<file path="src/rtl/button_debounce_quadrature_knob_core_defines.svh">
// Assertion macros for the knob/button core.
// Expects clk and rst in the scope where the macros are used.
`ifndef BUTTON_DEBOUNCE_QUADRATURE_KNOB_CORE_DEFINES_SVH
`define BUTTON_DEBOUNCE_QUADRATURE_KNOB_CORE_DEFINES_SVH

// Same-cycle implication, checked outside reset.
`define BDQK_ASSERT_NOW(label, ante, cons, msg) \
  label: assert property (@(posedge clk) disable iff (rst) (ante) |-> (cons)) \
    else $error(msg);

// Next-cycle implication, checked outside reset.
`define BDQK_ASSERT_NEXT(label, ante, cons, msg) \
  label: assert property (@(posedge clk) disable iff (rst) (ante) |=> (cons)) \
    else $error(msg);

`endif

</file>
<file path="src/rtl/bdqk_pkg.sv">
// Shared types and constants for the knob/button core.
// No dependencies.
`default_nettype none
package bdqk_pkg;

  localparam int unsigned COUNT_WIDTH_DEFAULT = 8;
  localparam int unsigned STEP_W = 8;
  localparam int unsigned DIV_W = 8;
  localparam logic [DIV_W-1:0] TICK_DIVIDE_RESET = 8'd9;

  localparam logic [1:0] MODE_TICK     = 2'd0;
  localparam logic [1:0] MODE_TAKE_NEG = 2'd1;
  localparam logic [1:0] MODE_TAKE_POS = 2'd2;

  localparam logic [1:0] QUAD_RESET = 2'b11;

  typedef struct packed {
    logic                     key_down;
    logic                     step_taken;
    logic signed [STEP_W-1:0] step_count;
  } result_t;

endpackage
`default_nettype wire

</file>
<file path="src/rtl/button_debounce_quadrature_knob_core.sv">
// Each accepted input word gives one registered result word. One word per cycle while the
// skid register is empty; a two-entry output buffer (output register plus skid register)
// keeps the input open while one finished word waits downstream.
// Reset (synchronous): debouncer released, prescaler and step counter zero,
// last quadrature sample both-high, tick_divide back to 9, output buffer empty.
`default_nettype none
`include "button_debounce_quadrature_knob_core_defines.svh"
module button_debounce_quadrature_knob_core
  import bdqk_pkg::*;
#(
  parameter int unsigned COUNT_WIDTH = COUNT_WIDTH_DEFAULT
) (
  input  wire  logic                     clk,
  input  wire  logic                     rst,
  // configuration
  input  wire  logic                     cfg_valid,
  output logic                           cfg_ready,
  input  wire  logic [DIV_W-1:0]         cfg_data,
  // input words
  input  wire  logic                     in_valid,
  output logic                           in_ready,
  input  wire  logic [1:0]               mode,
  input  wire  logic                     button_level,
  input  wire  logic                     chan_a,
  input  wire  logic                     chan_b,
  // result words
  output logic                           out_valid,
  input  wire  logic                     out_ready,
  output logic                           key_down,
  output logic                           step_taken,
  output logic signed [STEP_W-1:0]       step_count
);

  typedef enum logic [1:0] {
    DB_RELEASED  = 2'd0,
    DB_PRESSING  = 2'd1,
    DB_PRESSED   = 2'd2,
    DB_RELEASING = 2'd3
  } db_state_t;

  localparam logic signed [COUNT_WIDTH-1:0] CntMax = {1'b0, {(COUNT_WIDTH-1){1'b1}}};
  localparam logic signed [COUNT_WIDTH-1:0] CntMin = {1'b1, {(COUNT_WIDTH-1){1'b0}}};
  localparam logic signed [COUNT_WIDTH-1:0] CntOne = COUNT_WIDTH'(1);

  // state
  logic [DIV_W-1:0]              tick_divide;
  logic [DIV_W-1:0]              prescale_count, prescale_count_next;
  db_state_t                     db_state, db_state_next;
  logic [1:0]                    last_quad, last_quad_next;
  logic signed [COUNT_WIDTH-1:0] pending_steps, pending_steps_next;

  // output buffer
  result_t out_word, skid_word, result_next;
  logic    skid_valid;

  logic push, pop;
  logic pressed_now;
  logic [1:0] quad_now;
  logic step_up, step_dn;
  logic taken;
  logic take_pos_hit;

  assign cfg_ready = 1'b1;
  assign in_ready  = !skid_valid;
  assign push      = in_valid && in_ready;
  assign pop       = out_valid && out_ready;

  assign pressed_now = !button_level;
  assign quad_now    = {chan_b, chan_a};

  // Gray step direction from the last {B,A} sample; a double step counts as none.
  always_comb begin
    step_up = 1'b0;
    step_dn = 1'b0;
    unique case (last_quad)
      2'd0: begin
        step_dn = (quad_now == 2'd1);
        step_up = (quad_now == 2'd2);
      end
      2'd1: begin
        step_up = (quad_now == 2'd0);
        step_dn = (quad_now == 2'd3);
      end
      2'd2: begin
        step_dn = (quad_now == 2'd0);
        step_up = (quad_now == 2'd3);
      end
      default: begin
        step_up = (quad_now == 2'd1);
        step_dn = (quad_now == 2'd2);
      end
    endcase
  end

  always_comb begin
    prescale_count_next = prescale_count;
    db_state_next       = db_state;
    last_quad_next      = last_quad;
    pending_steps_next  = pending_steps;
    taken               = 1'b0;
    unique case (mode)
      MODE_TICK: begin
        if (prescale_count < tick_divide) begin
          prescale_count_next = prescale_count + DIV_W'(1);
        end else begin
          prescale_count_next = '0;
          unique case (db_state)
            DB_RELEASED:  db_state_next = pressed_now ? DB_PRESSING : DB_RELEASED;
            DB_PRESSING:  db_state_next = pressed_now ? DB_PRESSED  : DB_RELEASED;
            DB_PRESSED:   db_state_next = pressed_now ? DB_PRESSED  : DB_RELEASING;
            DB_RELEASING: db_state_next = pressed_now ? DB_PRESSED  : DB_RELEASED;
            default:      db_state_next = DB_RELEASED;
          endcase
        end
        last_quad_next = quad_now;
        // saturate instead of wrapping
        if (step_up && pending_steps != CntMax) begin
          pending_steps_next = pending_steps + CntOne;
        end else if (step_dn && pending_steps != CntMin) begin
          pending_steps_next = pending_steps - CntOne;
        end
      end
      MODE_TAKE_NEG: begin
        if (pending_steps < 0) begin
          pending_steps_next = pending_steps + CntOne;
          taken              = 1'b1;
        end
      end
      MODE_TAKE_POS: begin
        if (pending_steps > 0) begin
          pending_steps_next = pending_steps - CntOne;
          taken              = 1'b1;
        end
      end
      default: ;
    endcase
  end

  always_comb begin
    result_next.key_down   = (db_state_next == DB_PRESSED) ||
                             (db_state_next == DB_RELEASING);
    result_next.step_taken = taken;
    // sign-extends or truncates to the port width
    result_next.step_count = STEP_W'(pending_steps_next);
  end

  always_ff @(posedge clk) begin
    if (rst) begin
      tick_divide    <= TICK_DIVIDE_RESET;
      prescale_count <= '0;
      db_state       <= DB_RELEASED;
      last_quad      <= QUAD_RESET;
      pending_steps  <= '0;
      out_valid      <= 1'b0;
      skid_valid     <= 1'b0;
    end else begin
      if (cfg_valid && cfg_ready) begin
        tick_divide <= cfg_data;
      end
      if (push) begin
        prescale_count <= prescale_count_next;
        db_state       <= db_state_next;
        last_quad      <= last_quad_next;
        pending_steps  <= pending_steps_next;
      end
      // two-entry output buffer; no push while the skid entry is full
      if (pop) begin
        if (skid_valid) begin
          out_word   <= skid_word;
          skid_valid <= 1'b0;
        end else if (push) begin
          out_word <= result_next;
        end else begin
          out_valid <= 1'b0;
        end
      end else if (push) begin
        if (out_valid) begin
          skid_word  <= result_next;
          skid_valid <= 1'b1;
        end else begin
          out_word  <= result_next;
          out_valid <= 1'b1;
        end
      end
    end
  end

  assign key_down   = out_word.key_down;
  assign step_taken = out_word.step_taken;
  assign step_count = out_word.step_count;

  assign take_pos_hit = push && (mode == MODE_TAKE_POS) && (pending_steps > 0);

  `BDQK_ASSERT_NOW(a_skid_behind_out, skid_valid, out_valid && !in_ready, "lone skid word")
  `BDQK_ASSERT_NEXT(a_idle_hold, !push, $stable(pending_steps) && $stable(db_state), "state moved")
  `BDQK_ASSERT_NEXT(a_take_pos, take_pos_hit, pending_steps + CntOne == $past(pending_steps), "no decrement")

endmodule
`default_nettype wire

</file>
<file path="config.mk">
export PLATFORM = sky130hd
export DESIGN_NAME = button_debounce_quadrature_knob_core
export DESIGN_NICKNAME = d
export VERILOG_FILES = /design/src/rtl/bdqk_pkg.sv /design/src/rtl/button_debounce_quadrature_knob_core.sv
export VERILOG_INCLUDE_DIRS = /design/src /design/src/rtl
export SDC_FILE = /design/constraint.sdc
export NUM_CORES = 1
export LEC_CHECK = 0
export ABC_AREA = 1
export BUFFER_PORTS_ARGS = -buffer_cell sky130_fd_sc_hd__buf_2
export CAP_MARGIN = 20
export CORE_UTILIZATION = 54
export DETAILED_ROUTE_END_ITERATION = 7
export GPL_ROUTABILITY_DRIVEN = 0
export PLACE_DENSITY_LB_ADDON = 0.08
export SLEW_MARGIN = 20
export SYNTH_ARGS = -nofsm -noshare
export SYNTH_HDL_FRONTEND = slang
export SYNTH_SLANG_ARGS = --single-unit
export TNS_END_PERCENT = 50
</file>
<file path="constraint.sdc">
create_clock -name clk -period 2.2 [get_ports clk]
set_clock_uncertainty 0.05 [all_clocks]
set_input_delay 0.66 -clock clk [delete_from_list [all_inputs] [get_ports clk]]
set_output_delay 0.66 -clock clk [all_outputs]
set_load 0.02 [all_outputs]
</file>
==> results of run 1 <==
[worst reg2reg max path: stages, from the launching register on]
cell     delay [ns]
dfxtp_2        0.38
inv_1          0.12
ha_2           0.23
nand2_2        0.10
buf_4          0.15
nor2_1         0.19
nand2_1        0.09
nand3_1        0.08
nand2_1        0.07
a21oi_1        0.12
nand2_1        0.08
nand2_2        0.10
o21ai_1        0.06
[power groups by stage]
| stage | sequential [mW] | clock, mW | combinational [mW] |
|---|---|---|---|
| final | 1.07 | 0.637 | 0.626 |
| after CTS | 1.07 | 0.657 | 0.621 |
| after floorplan | 1.09 | 0 | 0.447 |
| after global routing | 1.07 | 0.692 | 0.708 |
| after detailed placement | 1.09 | 0 | 0.618 |
| after global placement | 1.09 | 0 | 0.606 |
[cell families after synthesis]
| group | synth area share [%] |
|---|---|
| adders and majority gates | 5.74 |
| other | 0.115 |
| buffers and inverters | 9.45 |
| AOI/OAI and AO/OA | 13.6 |
| DFF | 36.7 |
| muxes | 0.344 |
| and+or+nand+nor | 31.9 |
| xor gates and xnor gates | 2.14 |
[final timing paths]
kind                                       start             end  slack, ns  cells after the start
worst min register to register    tick_divide[7]  tick_divide[7]       0.41                      2
worst min-delay path              tick_divide[7]  tick_divide[7]       0.41                      2
worst max-delay path            pending_steps[1]   step_count[6]       0.14                     12
worst max register to register  pending_steps[1]   step_count[6]       0.14                     12
[synth_stat cells, types with 3 or more instances]
| cell type | count | share of area (%) |
|---|---|---|
| dfxtp_1 | 30 | 18 |
| a21oi_1 | 28 | 4.3 |
| edfxtp_1 | 20 | 18 |
| xor2_1 | 5 | 1.3 |
| nand2_2 | 11 | 2.1 |
| clkbuf_1 | 5 | 0.57 |
| nand4_1 | 4 | 0.77 |
| o21ai_1 | 10 | 1.5 |
| nor2_4 | 4 | 1.4 |
| buf_2 | 4 | 0.61 |
| buf_4 | 3 | 0.69 |
| nand2_1 | 137 | 16 |
| a21oi_2 | 6 | 1.6 |
| nor2_1 | 35 | 4.0 |
| o21ai_0 | 28 | 4.3 |
| nor2_2 | 10 | 1.9 |
| ha_1 | 15 | 5.7 |
| nand3_1 | 29 | 4.4 |
| inv_1 | 56 | 6.4 |
| xnor2_1 | 3 | 0.80 |
[area by class of cell]
class / instances / share of cell area [%]
flip-flops and latches: 50 / 32.8
inverters: 58 / 5.94
well taps: 72 / 2.46
clock buffers: 5 / 1.88
clock inverters: 3 / 1.23
multi-input cells: 340 / 48.1
repair buffers: 47 / 7.65
[flip-flops by register name, summed over array words and instances, names as in the netlist]
register        count
skid_word          10
pending_steps       8
prescale_count      8
step_count          8
tick_divide         8
db_state            2
last_quad           2
key_down            1
out_valid           1
skid_valid          1
step_taken          1
[routing by layer]
metal / part of all wire (%) / vias to the layer above / wire length (um)
li1: - / 1558 / -
met1: 44 / 1374 / 3180
met2: 49 / 79 / 3540
met3: 4.6 / 18 / 336
met4: 2.4 / 0 / 172
met5: 0 / - / 0
[stage by stage]
step	util [%]	hold WS (ns)	area (um2)	power, mW	instances
after floorplan	-	0.379	3270	1.54	464
after CTS	64.5	0.419	3660	2.34	575
after global placement	62.5	0.394	3550	1.69	567
after detailed placement	62.5	0.400	3550	1.70	567
final	64.6	0.414	3670	2.33	575
after global routing	64.6	0.445	3670	2.47	575
[what timing repair did]
item                       in CTS  in global routing
gates resized for setup         0                  2
hold buffers                    0                  0
setup endpoints to repair       0                 13
==> flow_summary.json, run 1 <==
{
  "ant_nets": 0,
  "required_ns": 2.21,
  "path_clk_slew_ns": 0.09,
  "drt_iter0_markers": 125,
  "drc": 0,
  "slowest_stage": "dfxtp_2",
  "multi_input_area_mm2": 0.00176,
  "synth.net_count": 497,
  "p_sw_share_pct": 31.9,
  "rsz0062_at_grt": "false",
  "diodes": 0,
  "crit_buf_inv": 2,
  "synthFlopType": "dfxtp_1",
  "wl_per_cell_um": 12.6,
  "dieWidth_um": 79.8,
  "final-seq-area_mm2": 0.00120,
  "via_per_inst": 5.27,
  "syn_area_per_cell_um2": 7.05,
  "firstDrtPassIters": 5,
  "yosysUniqueCellTypes": 33,
  "ys_ff_latch": 50,
  "root_buffer": "clkbuf_8",
  "crit_top_cell": "nand2_1",
  "leakage_nw": 1.76,
  "syn_inst": 464,
  "start_util_pct": 57.6,
  "post-place-ws_ns": 0.0318,
  "place_hpwl_mm": 5.55,
  "clk_path_buf_depth": 2,
  "synth_warnings": 0,
  "use_met3_pct": 4.34,
  "fillerInstances": 527,
  "period_share_pct": 93.7,
  "path_class": "reg2reg",
  "syn-cell-area_mm2": 0.00327,
  "synth-async-reset-ratio_pct": 0,
  "ios": 31,
  "grt_pass1_wl_mm": 12.5,
  "area_delta_synth_final_pct": 12.1,
  "ys_seq_area_share_pct": 36.7,
  "slowest_delay_ns": 0.38,
  "coreArea_mm2": 0.00568,
  "layout-drive-gt1-share_pct": 18.9,
  "cts.htree.levels": 2,
  "wirelength_mm": 7.23,
  "post_cts_buffers": 0,
  "worst_setup_path_end_kind": "register",
  "power_frac_clock_pct": 27.3,
  "portBuffers": 29,
  "antenna_found_initial": 0,
  "grt_pass1_vias": 2879,
  "hold_viol": 0,
  "met1_usage_pct": 29.6,
  "die_y_um": 79.8,
  "seq_power_share_pct": 45.8,
  "fmax_mhz": 485,
  "cp_cell_sequence": "inv_1 > ha_2 > nand2_2 > buf_4 > nor2_1 > nand2_1 > nand3_1 > nand2_1 > a21oi_1 > nand2_1 > nand2_2 > o21ai_1",
  "maxCapViolations": 0,
  "cp-start-kind": "register",
  "die_area_mm2": 0.00637,
  "synth-edff-count": 20,
  "cts_tree": "built",
  "grt_max_degree": 20,
  "hp-class": "reg2reg",
  "mostFrequentLayoutCells": "nand2_1, inv_1, nor2_1",
  "vdd_ir_drop_max_mv": 0.425,
  "num_rows": 27,
  "grt.met2_usage_pct": 44.2,
  "grt_busiest_layer": "met2",
  "numCtsBuffers": 5,
  "cp_data_arrival_time_ns": 2.07,
  "worstPathMaxFanout": 7,
  "vias": 3029,
  "finalSetupViolCount": 0,
  "power_density_mw_per_mm2": 635,
  "clk_latency_ns": 0.30,
  "maxSlewViolCount": 0,
  "finalCriticalPeriod_ns": 2.06,
  "layout_commonest_cell": "nand2_1",
  "grt-ovfl-total": 0,
  "p_sw_uw": 744,
  "fin_ws_ns": 0.140,
  "fin_setup_tns_ns": 0,
  "cp_top_family": "simple AND/OR/NAND/NOR gates",
  "outcome": "complete, no violations",
  "clock-sinks": 50,
  "nets": 535,
  "internal-power_mw": 1.58,
  "comb_power_share_pct": 26.9,
  "grt_use_total_pct": 25.0
}
Note: power is estimated with default switching activity, not from simulation.
==> inputs of run 2 (changes only) <==
--- a/config.mk
+++ b/config.mk
@@ -12,7 +12,7 @@
 export CORE_UTILIZATION = 54
 export DETAILED_ROUTE_END_ITERATION = 7
 export GPL_ROUTABILITY_DRIVEN = 0
-export PLACE_DENSITY_LB_ADDON = 0.08
+export PLACE_DENSITY = 0.86
 export SLEW_MARGIN = 20
 export SYNTH_ARGS = -nofsm -noshare
 export SYNTH_HDL_FRONTEND = slang
==> flow_summary.json, run 2 (synthesized netlist as in run 1, its figures left out) <==
{
  "outcome": "complete, no violations",
  "path_clk_slew_ns": 0.10,
  "start_util_pct": 57.6,
  "finalCriticalPeriod_ns": 2.07,
  "maxCapViolations": 0,
  "min_from": "tick_divide[7]",
  "placed_cells": 565,
  "fin_setup_tns_ns": 0,
  "cp_data_arrival_time_ns": 2.10,
  "cts.htree.levels": 2,
  "nets": 537,
  "area_delta_synth_final_pct": 12.6,
  "dieWidth_um": 79.8,
  "r2r-start": "pending_steps[1]",
  "ant_nets": 0,
  "drt_iter0_markers": 326,
  "wirelength_mm": 7.60,
  "firstDrtPassIters": 6,
  "largest_reg_flops": 10,
  "root_buffer": "clkbuf_8",
  "leakage_nw": 1.78,
  "die_y_um": 79.8,
  "period_share_pct": 94.3,
  "grt-ovfl-total": 0,
  "required_ns": 2.22,
  "cts_tree": "built",
  "hold_depth": 2,
  "fin_cells": 577,
  "reg2reg_slack_ns": 0.13,
  "fmax_mhz": 482,
  "grt_use_total_pct": 24.9,
  "numCtsBuffers": 5,
  "hold_viol": 0,
  "coreArea_mm2": 0.00568,
  "regMostFlops": "skid_word",
  "place_hpwl_mm": 5.46,
  "power_density_mw_per_mm2": 655,
  "worst_setup_path_end_kind": "register",
  "final-seq-area_mm2": 0.00120,
  "clk_latency_ns": 0.31,
  "diodes": 0,
  "portBuffers": 29,
  "hold-path-endpoint": "tick_divide[7]",
  "grt_pass1_vias": 2706,
  "final_util_pct": 64.8,
  "antenna_found_initial": 0,
  "hp-class": "reg2reg",
  "mostFrequentLayoutCells": "nand2_1, inv_1, nor2_1",
  "grt_pass1_wl_mm": 12.3,
  "multi_input_area_mm2": 0.00177,
  "die_area_mm2": 0.00637,
  "ios": 31,
  "layout-drive-gt1-share_pct": 19.0,
  "power_mw": 2.41,
  "finalSetupViolCount": 0,
  "cp-start-kind": "register",
  "layout_commonest_cell": "nand2_1",
  "rr_worst_depth": 12,
  "wl_per_cell_um": 13.2,
  "maxSlewViolCount": 0,
  "grt_max_degree": 20,
  "rsz0062_at_grt": "false",
  "vdd_ir_drop_max_mv": 0.337,
  "clock-sinks": 50,
  "vias": 3142,
  "num_rows": 27,
  "via_per_inst": 5.45,
  "path_class": "reg2reg",
  "r2r-end": "step_count[0]",
  "fillerInstances": 495,
  "worstPathMaxFanout": 5,
  "drc": 0,
  "clk_path_buf_depth": 2
}
-- run 2: per-stage QoR --
stage	instance area [um2]	hold WS, ns	worst slack, ns
2_1_floorplan	3270	0.379	0.0770
3_3_place_gp	3530	0.396	0.0735
3_5_place_dp	3530	0.401	0.0222
4_1_cts	3650	0.419	0.0843
5_1_grt	3680	0.428	0.0101
6_report	3680	0.418	0.125
-- run 2: area by class of cell --
class / instances / share of cell area, %
multi-input combinational: 341 / 48.0
clock inverter: 3 / 1.29
tap: 72 / 2.45
inverter: 58 / 5.92
clock buffer: 5 / 1.87
sequential: 50 / 32.7
timing repair buffer: 48 / 7.82
-- run 2: layer usage --
layer	wire length (um)	share of wire, %	global-route usage [%]
met3	783	10	3.43
met4	91	1.2	7.32
met2	3440	45	40.7
met5	0	0	0
met1	3280	43	34.0
-- run 2: worst max path at each step --
stage / startpoint / to / slack, ns / depth (start not counted)
2_1_floorplan: out_ready / key_down / 0.08 / 3
3_3_place_gp: chan_a / step_count[3] / 0.07 / 13
3_5_place_dp: chan_a / step_count[3] / 0.02 / 13
4_1_cts: pending_steps[1] / step_count[0] / 0.08 / 12
5_1_grt: pending_steps[1] / step_count[3] / 0.01 / 13
6_report: pending_steps[1] / step_count[0] / 0.13 / 12
-- run 2: power breakdown --
part / total, mW / switching, mW / internal [mW]
Sequential: 1.08 / 0.0473 / 1.03
Combinational: 0.643 / 0.416 / 0.227
Clock: 0.691 / 0.345 / 0.345
-- run 2: critical path, cell delays in order (launching register included) --
cell and delay (ns):
dfxtp_2 0.38, inv_1 0.10, ha_1 0.28, nand2_2 0.14, nor2_4 0.20, nor2_4 0.09
buf_4 0.14, nor2_1 0.08, nor2_1 0.05, nor2_1 0.10, nand2_1 0.07, nand2_2 0.10
o21ai_1 0.07
-- run 2: what timing repair did --
action                     CTS  global route
resized for setup            0             1
hold buffers                 0             0
setup endpoints to repair    0             7
setup buffers                0             3
==> inputs of run 3 (changes only) <==
--- a/config.mk
+++ b/config.mk
@@ -12,7 +12,7 @@
 export CORE_UTILIZATION = 54
 export DETAILED_ROUTE_END_ITERATION = 7
 export GPL_ROUTABILITY_DRIVEN = 0
-export PLACE_DENSITY = 0.86
+export PLACE_DENSITY_LB_ADDON = 0.25
 export SLEW_MARGIN = 20
 export SYNTH_ARGS = -nofsm -noshare
 export SYNTH_HDL_FRONTEND = slang
==> constraint.sdc (replaced) <==
create_clock -name clk -period 1.85 [get_ports clk]
set_clock_uncertainty 0.05 [all_clocks]
set_input_delay 0.555 -clock clk [delete_from_list [all_inputs] [get_ports clk]]
set_output_delay 0.555 -clock clk [all_outputs]
set_load 0.02 [all_outputs]
==> flow_summary.json, run 3 (synthesized netlist as in run 1, its figures left out) <==
{
  "leakage_nw": 2.01,
  "ant_nets": 0,
  "path_clk_slew_ns": 0.09,
  "clk_path_buf_depth": 2,
  "regMostFlops": "skid_word",
  "root_buffer": "clkbuf_8",
  "worstPathMaxFanout": 6,
  "hold_viol": 0,
  "power_mw": 2.86,
  "diodes": 0,
  "maxCapViolations": 0,
  "reg2reg_slack_ns": -0.06,
  "grt_pass1_vias": 3091,
  "grt_pass1_wl_mm": 13.8,
  "portBuffers": 29,
  "p_sw_uw": 963,
  "required_ns": 1.86,
  "top_layer": "met4",
  "ios": 31,
  "hold_depth": 3,
  "dieWidth_um": 79.8,
  "grt-ovfl-total": 0,
  "num_rows": 27,
  "numCtsBuffers": 5,
  "power_density_mw_per_mm2": 689,
  "clock-sinks": 50,
  "hold-path-endpoint": "tick_divide[0]",
  "start_util_pct": 57.6,
  "wl_per_cell_um": 13.6,
  "largest_reg_flops": 10,
  "rsz0062_at_grt": "true",
  "worst_setup_path_end_kind": "register",
  "min_from": "cfg_data[0]",
  "finalCriticalPeriod_ns": 1.91,
  "nets": 580,
  "place_hpwl_mm": 6.24,
  "coreArea_mm2": 0.00568,
  "maxSlewViolCount": 0,
  "mostFrequentLayoutCells": "nand2_1, buf_4, inv_1, nor2_1",
  "grt_max_degree": 20,
  "comb_power_share_pct": 33.7,
  "finalSetupViolCount": 7,
  "layout_commonest_cell": "nand2_1",
  "seq_power_share_pct": 44.8,
  "fin_ws_ns": -0.0609,
  "hp-class": "in2reg",
  "clk_latency_ns": 0.30,
  "drc": 0,
  "holdWs_ns": 0.418,
  "cp_data_arrival_time_ns": 1.92,
  "path_class": "reg2reg",
  "die_area_mm2": 0.00637,
  "cts.htree.levels": 2,
  "period_share_pct": 103,
  "r2r-start": "pending_steps[3]",
  "fillerInstances": 437,
  "vdd_ir_drop_max_mv": 0.530,
  "antenna_found_initial": 0,
  "die_y_um": 79.8,
  "fin_area_mm2": 0.00415,
  "holdBufCountCts": 0,
  "vias": 3316,
  "violations": "negative setup slack",
  "route.met2.wl_mm": 4.23,
  "layout-drive-gt1-share_pct": 31.6,
  "grt_use_total_pct": 27.7,
  "r2r-end": "step_count[1]",
  "wirelength_mm": 8.43,
  "firstDrtPassIters": 4,
  "via_per_inst": 5.35,
  "internal-power_mw": 1.90,
  "cp-start-kind": "register",
  "drt_iter0_markers": 316,
  "placed_cell_area_mm2": 0.00383,
  "wl_met1_mm": 3.65,
  "power_frac_clock_pct": 21.4,
  "fin_cells": 620,
  "p_sw_share_pct": 33.7,
  "wl_met3_um": 447,
  "fmax_mhz": 523,
  "cts_tree": "built",
  "outcome": "complete, but fails checks",
  "placed_cells": 600,
  "area_delta_synth_final_pct": 27.1,
  "rr_worst_depth": 13
}
## run 3: cell count changes in the layout (fill, tap and decap cells not counted), moves of 4 or more
cell and change:
nand2_1 -9, dfxtp_2 +5, dfxtp_4 +4, dfxtp_1 -9, inv_1 -4, buf_4 +41, nand2_2 +6, nor2_1 -4
## run 3: power by group through the flow
stage               registers (mW)  logic, mW  clock network (mW)
floorplan                     1.30      0.533                   0
global placement              1.30      0.801                   0
detailed placement            1.30      0.827                   0
CTS                           1.28      0.872               0.613
global route                  1.29       1.07               0.653
finish                        1.28      0.966               0.613
## run 3: worst max path at each step
stage	start	to	slack (ns)	cells after the start
after floorplan	in_valid	skid_word[0]	-0.08	5
after global placement	chan_a	step_count[3]	-0.15	13
after global routing	pending_steps[0]	step_count[2]	-0.16	13
final	pending_steps[3]	step_count[1]	-0.06	13
after CTS	pending_steps[2]	step_count[0]	-0.01	12
after detailed placement	pending_steps[0]	step_count[0]	-0.22	12
## run 3: layout make-up
type	count	area, um2	share of cell area, %
Multi-Input combinational cell	340	1890	45.5
Sequential cell	50	1220	29.5
Timing Repair Buffer	92	647	15.6
Inverter	58	220	5.30
Tap cell	72	90.1	2.17
Clock buffer	6	72.6	1.75
Clock inverter	2	8.76	0.211
## run 3: routing by layer
layer / up-vias / track usage, %
met4: 0 / 7.68
met2: 117 / 48.6
met3: 13 / 4.57
li1: 1658 / -
met1: 1528 / 35.0
met5: - / 0
## run 3: critical path, cell delays in order, from the launching register on
cell	delay [ns]
dfxtp_4	0.37
buf_12	0.13
nor2_4	0.13
nand2_4	0.08
nor2_4	0.14
nor2_4	0.07
buf_6	0.13
buf_4	0.14
nor2_4	0.06
nor2_1	0.04
nor2_1	0.08
nand2_1	0.07
nand2_2	0.11
o21ai_1	0.07
## run 3: what timing repair did
action | in CTS | in global routing
gates resized for setup | 17 | 35
pin swaps | 4 | 31
setup endpoints to repair | 24 | 33
hold endpoints to repair | 0 | 0
setup buffers | 3 | 9
## run 3: through the flow
stage                     worst slack [ns]  setup TNS [ns]  util [%]
after floorplan                    -0.0818          -0.818         -
after global placement              -0.151           -2.27      67.4
after detailed placement            -0.225           -3.67      67.4
after CTS                          -0.0143         -0.0226      70.0
after global routing                -0.158           -2.58      73.2
final                              -0.0609          -0.200      73.2
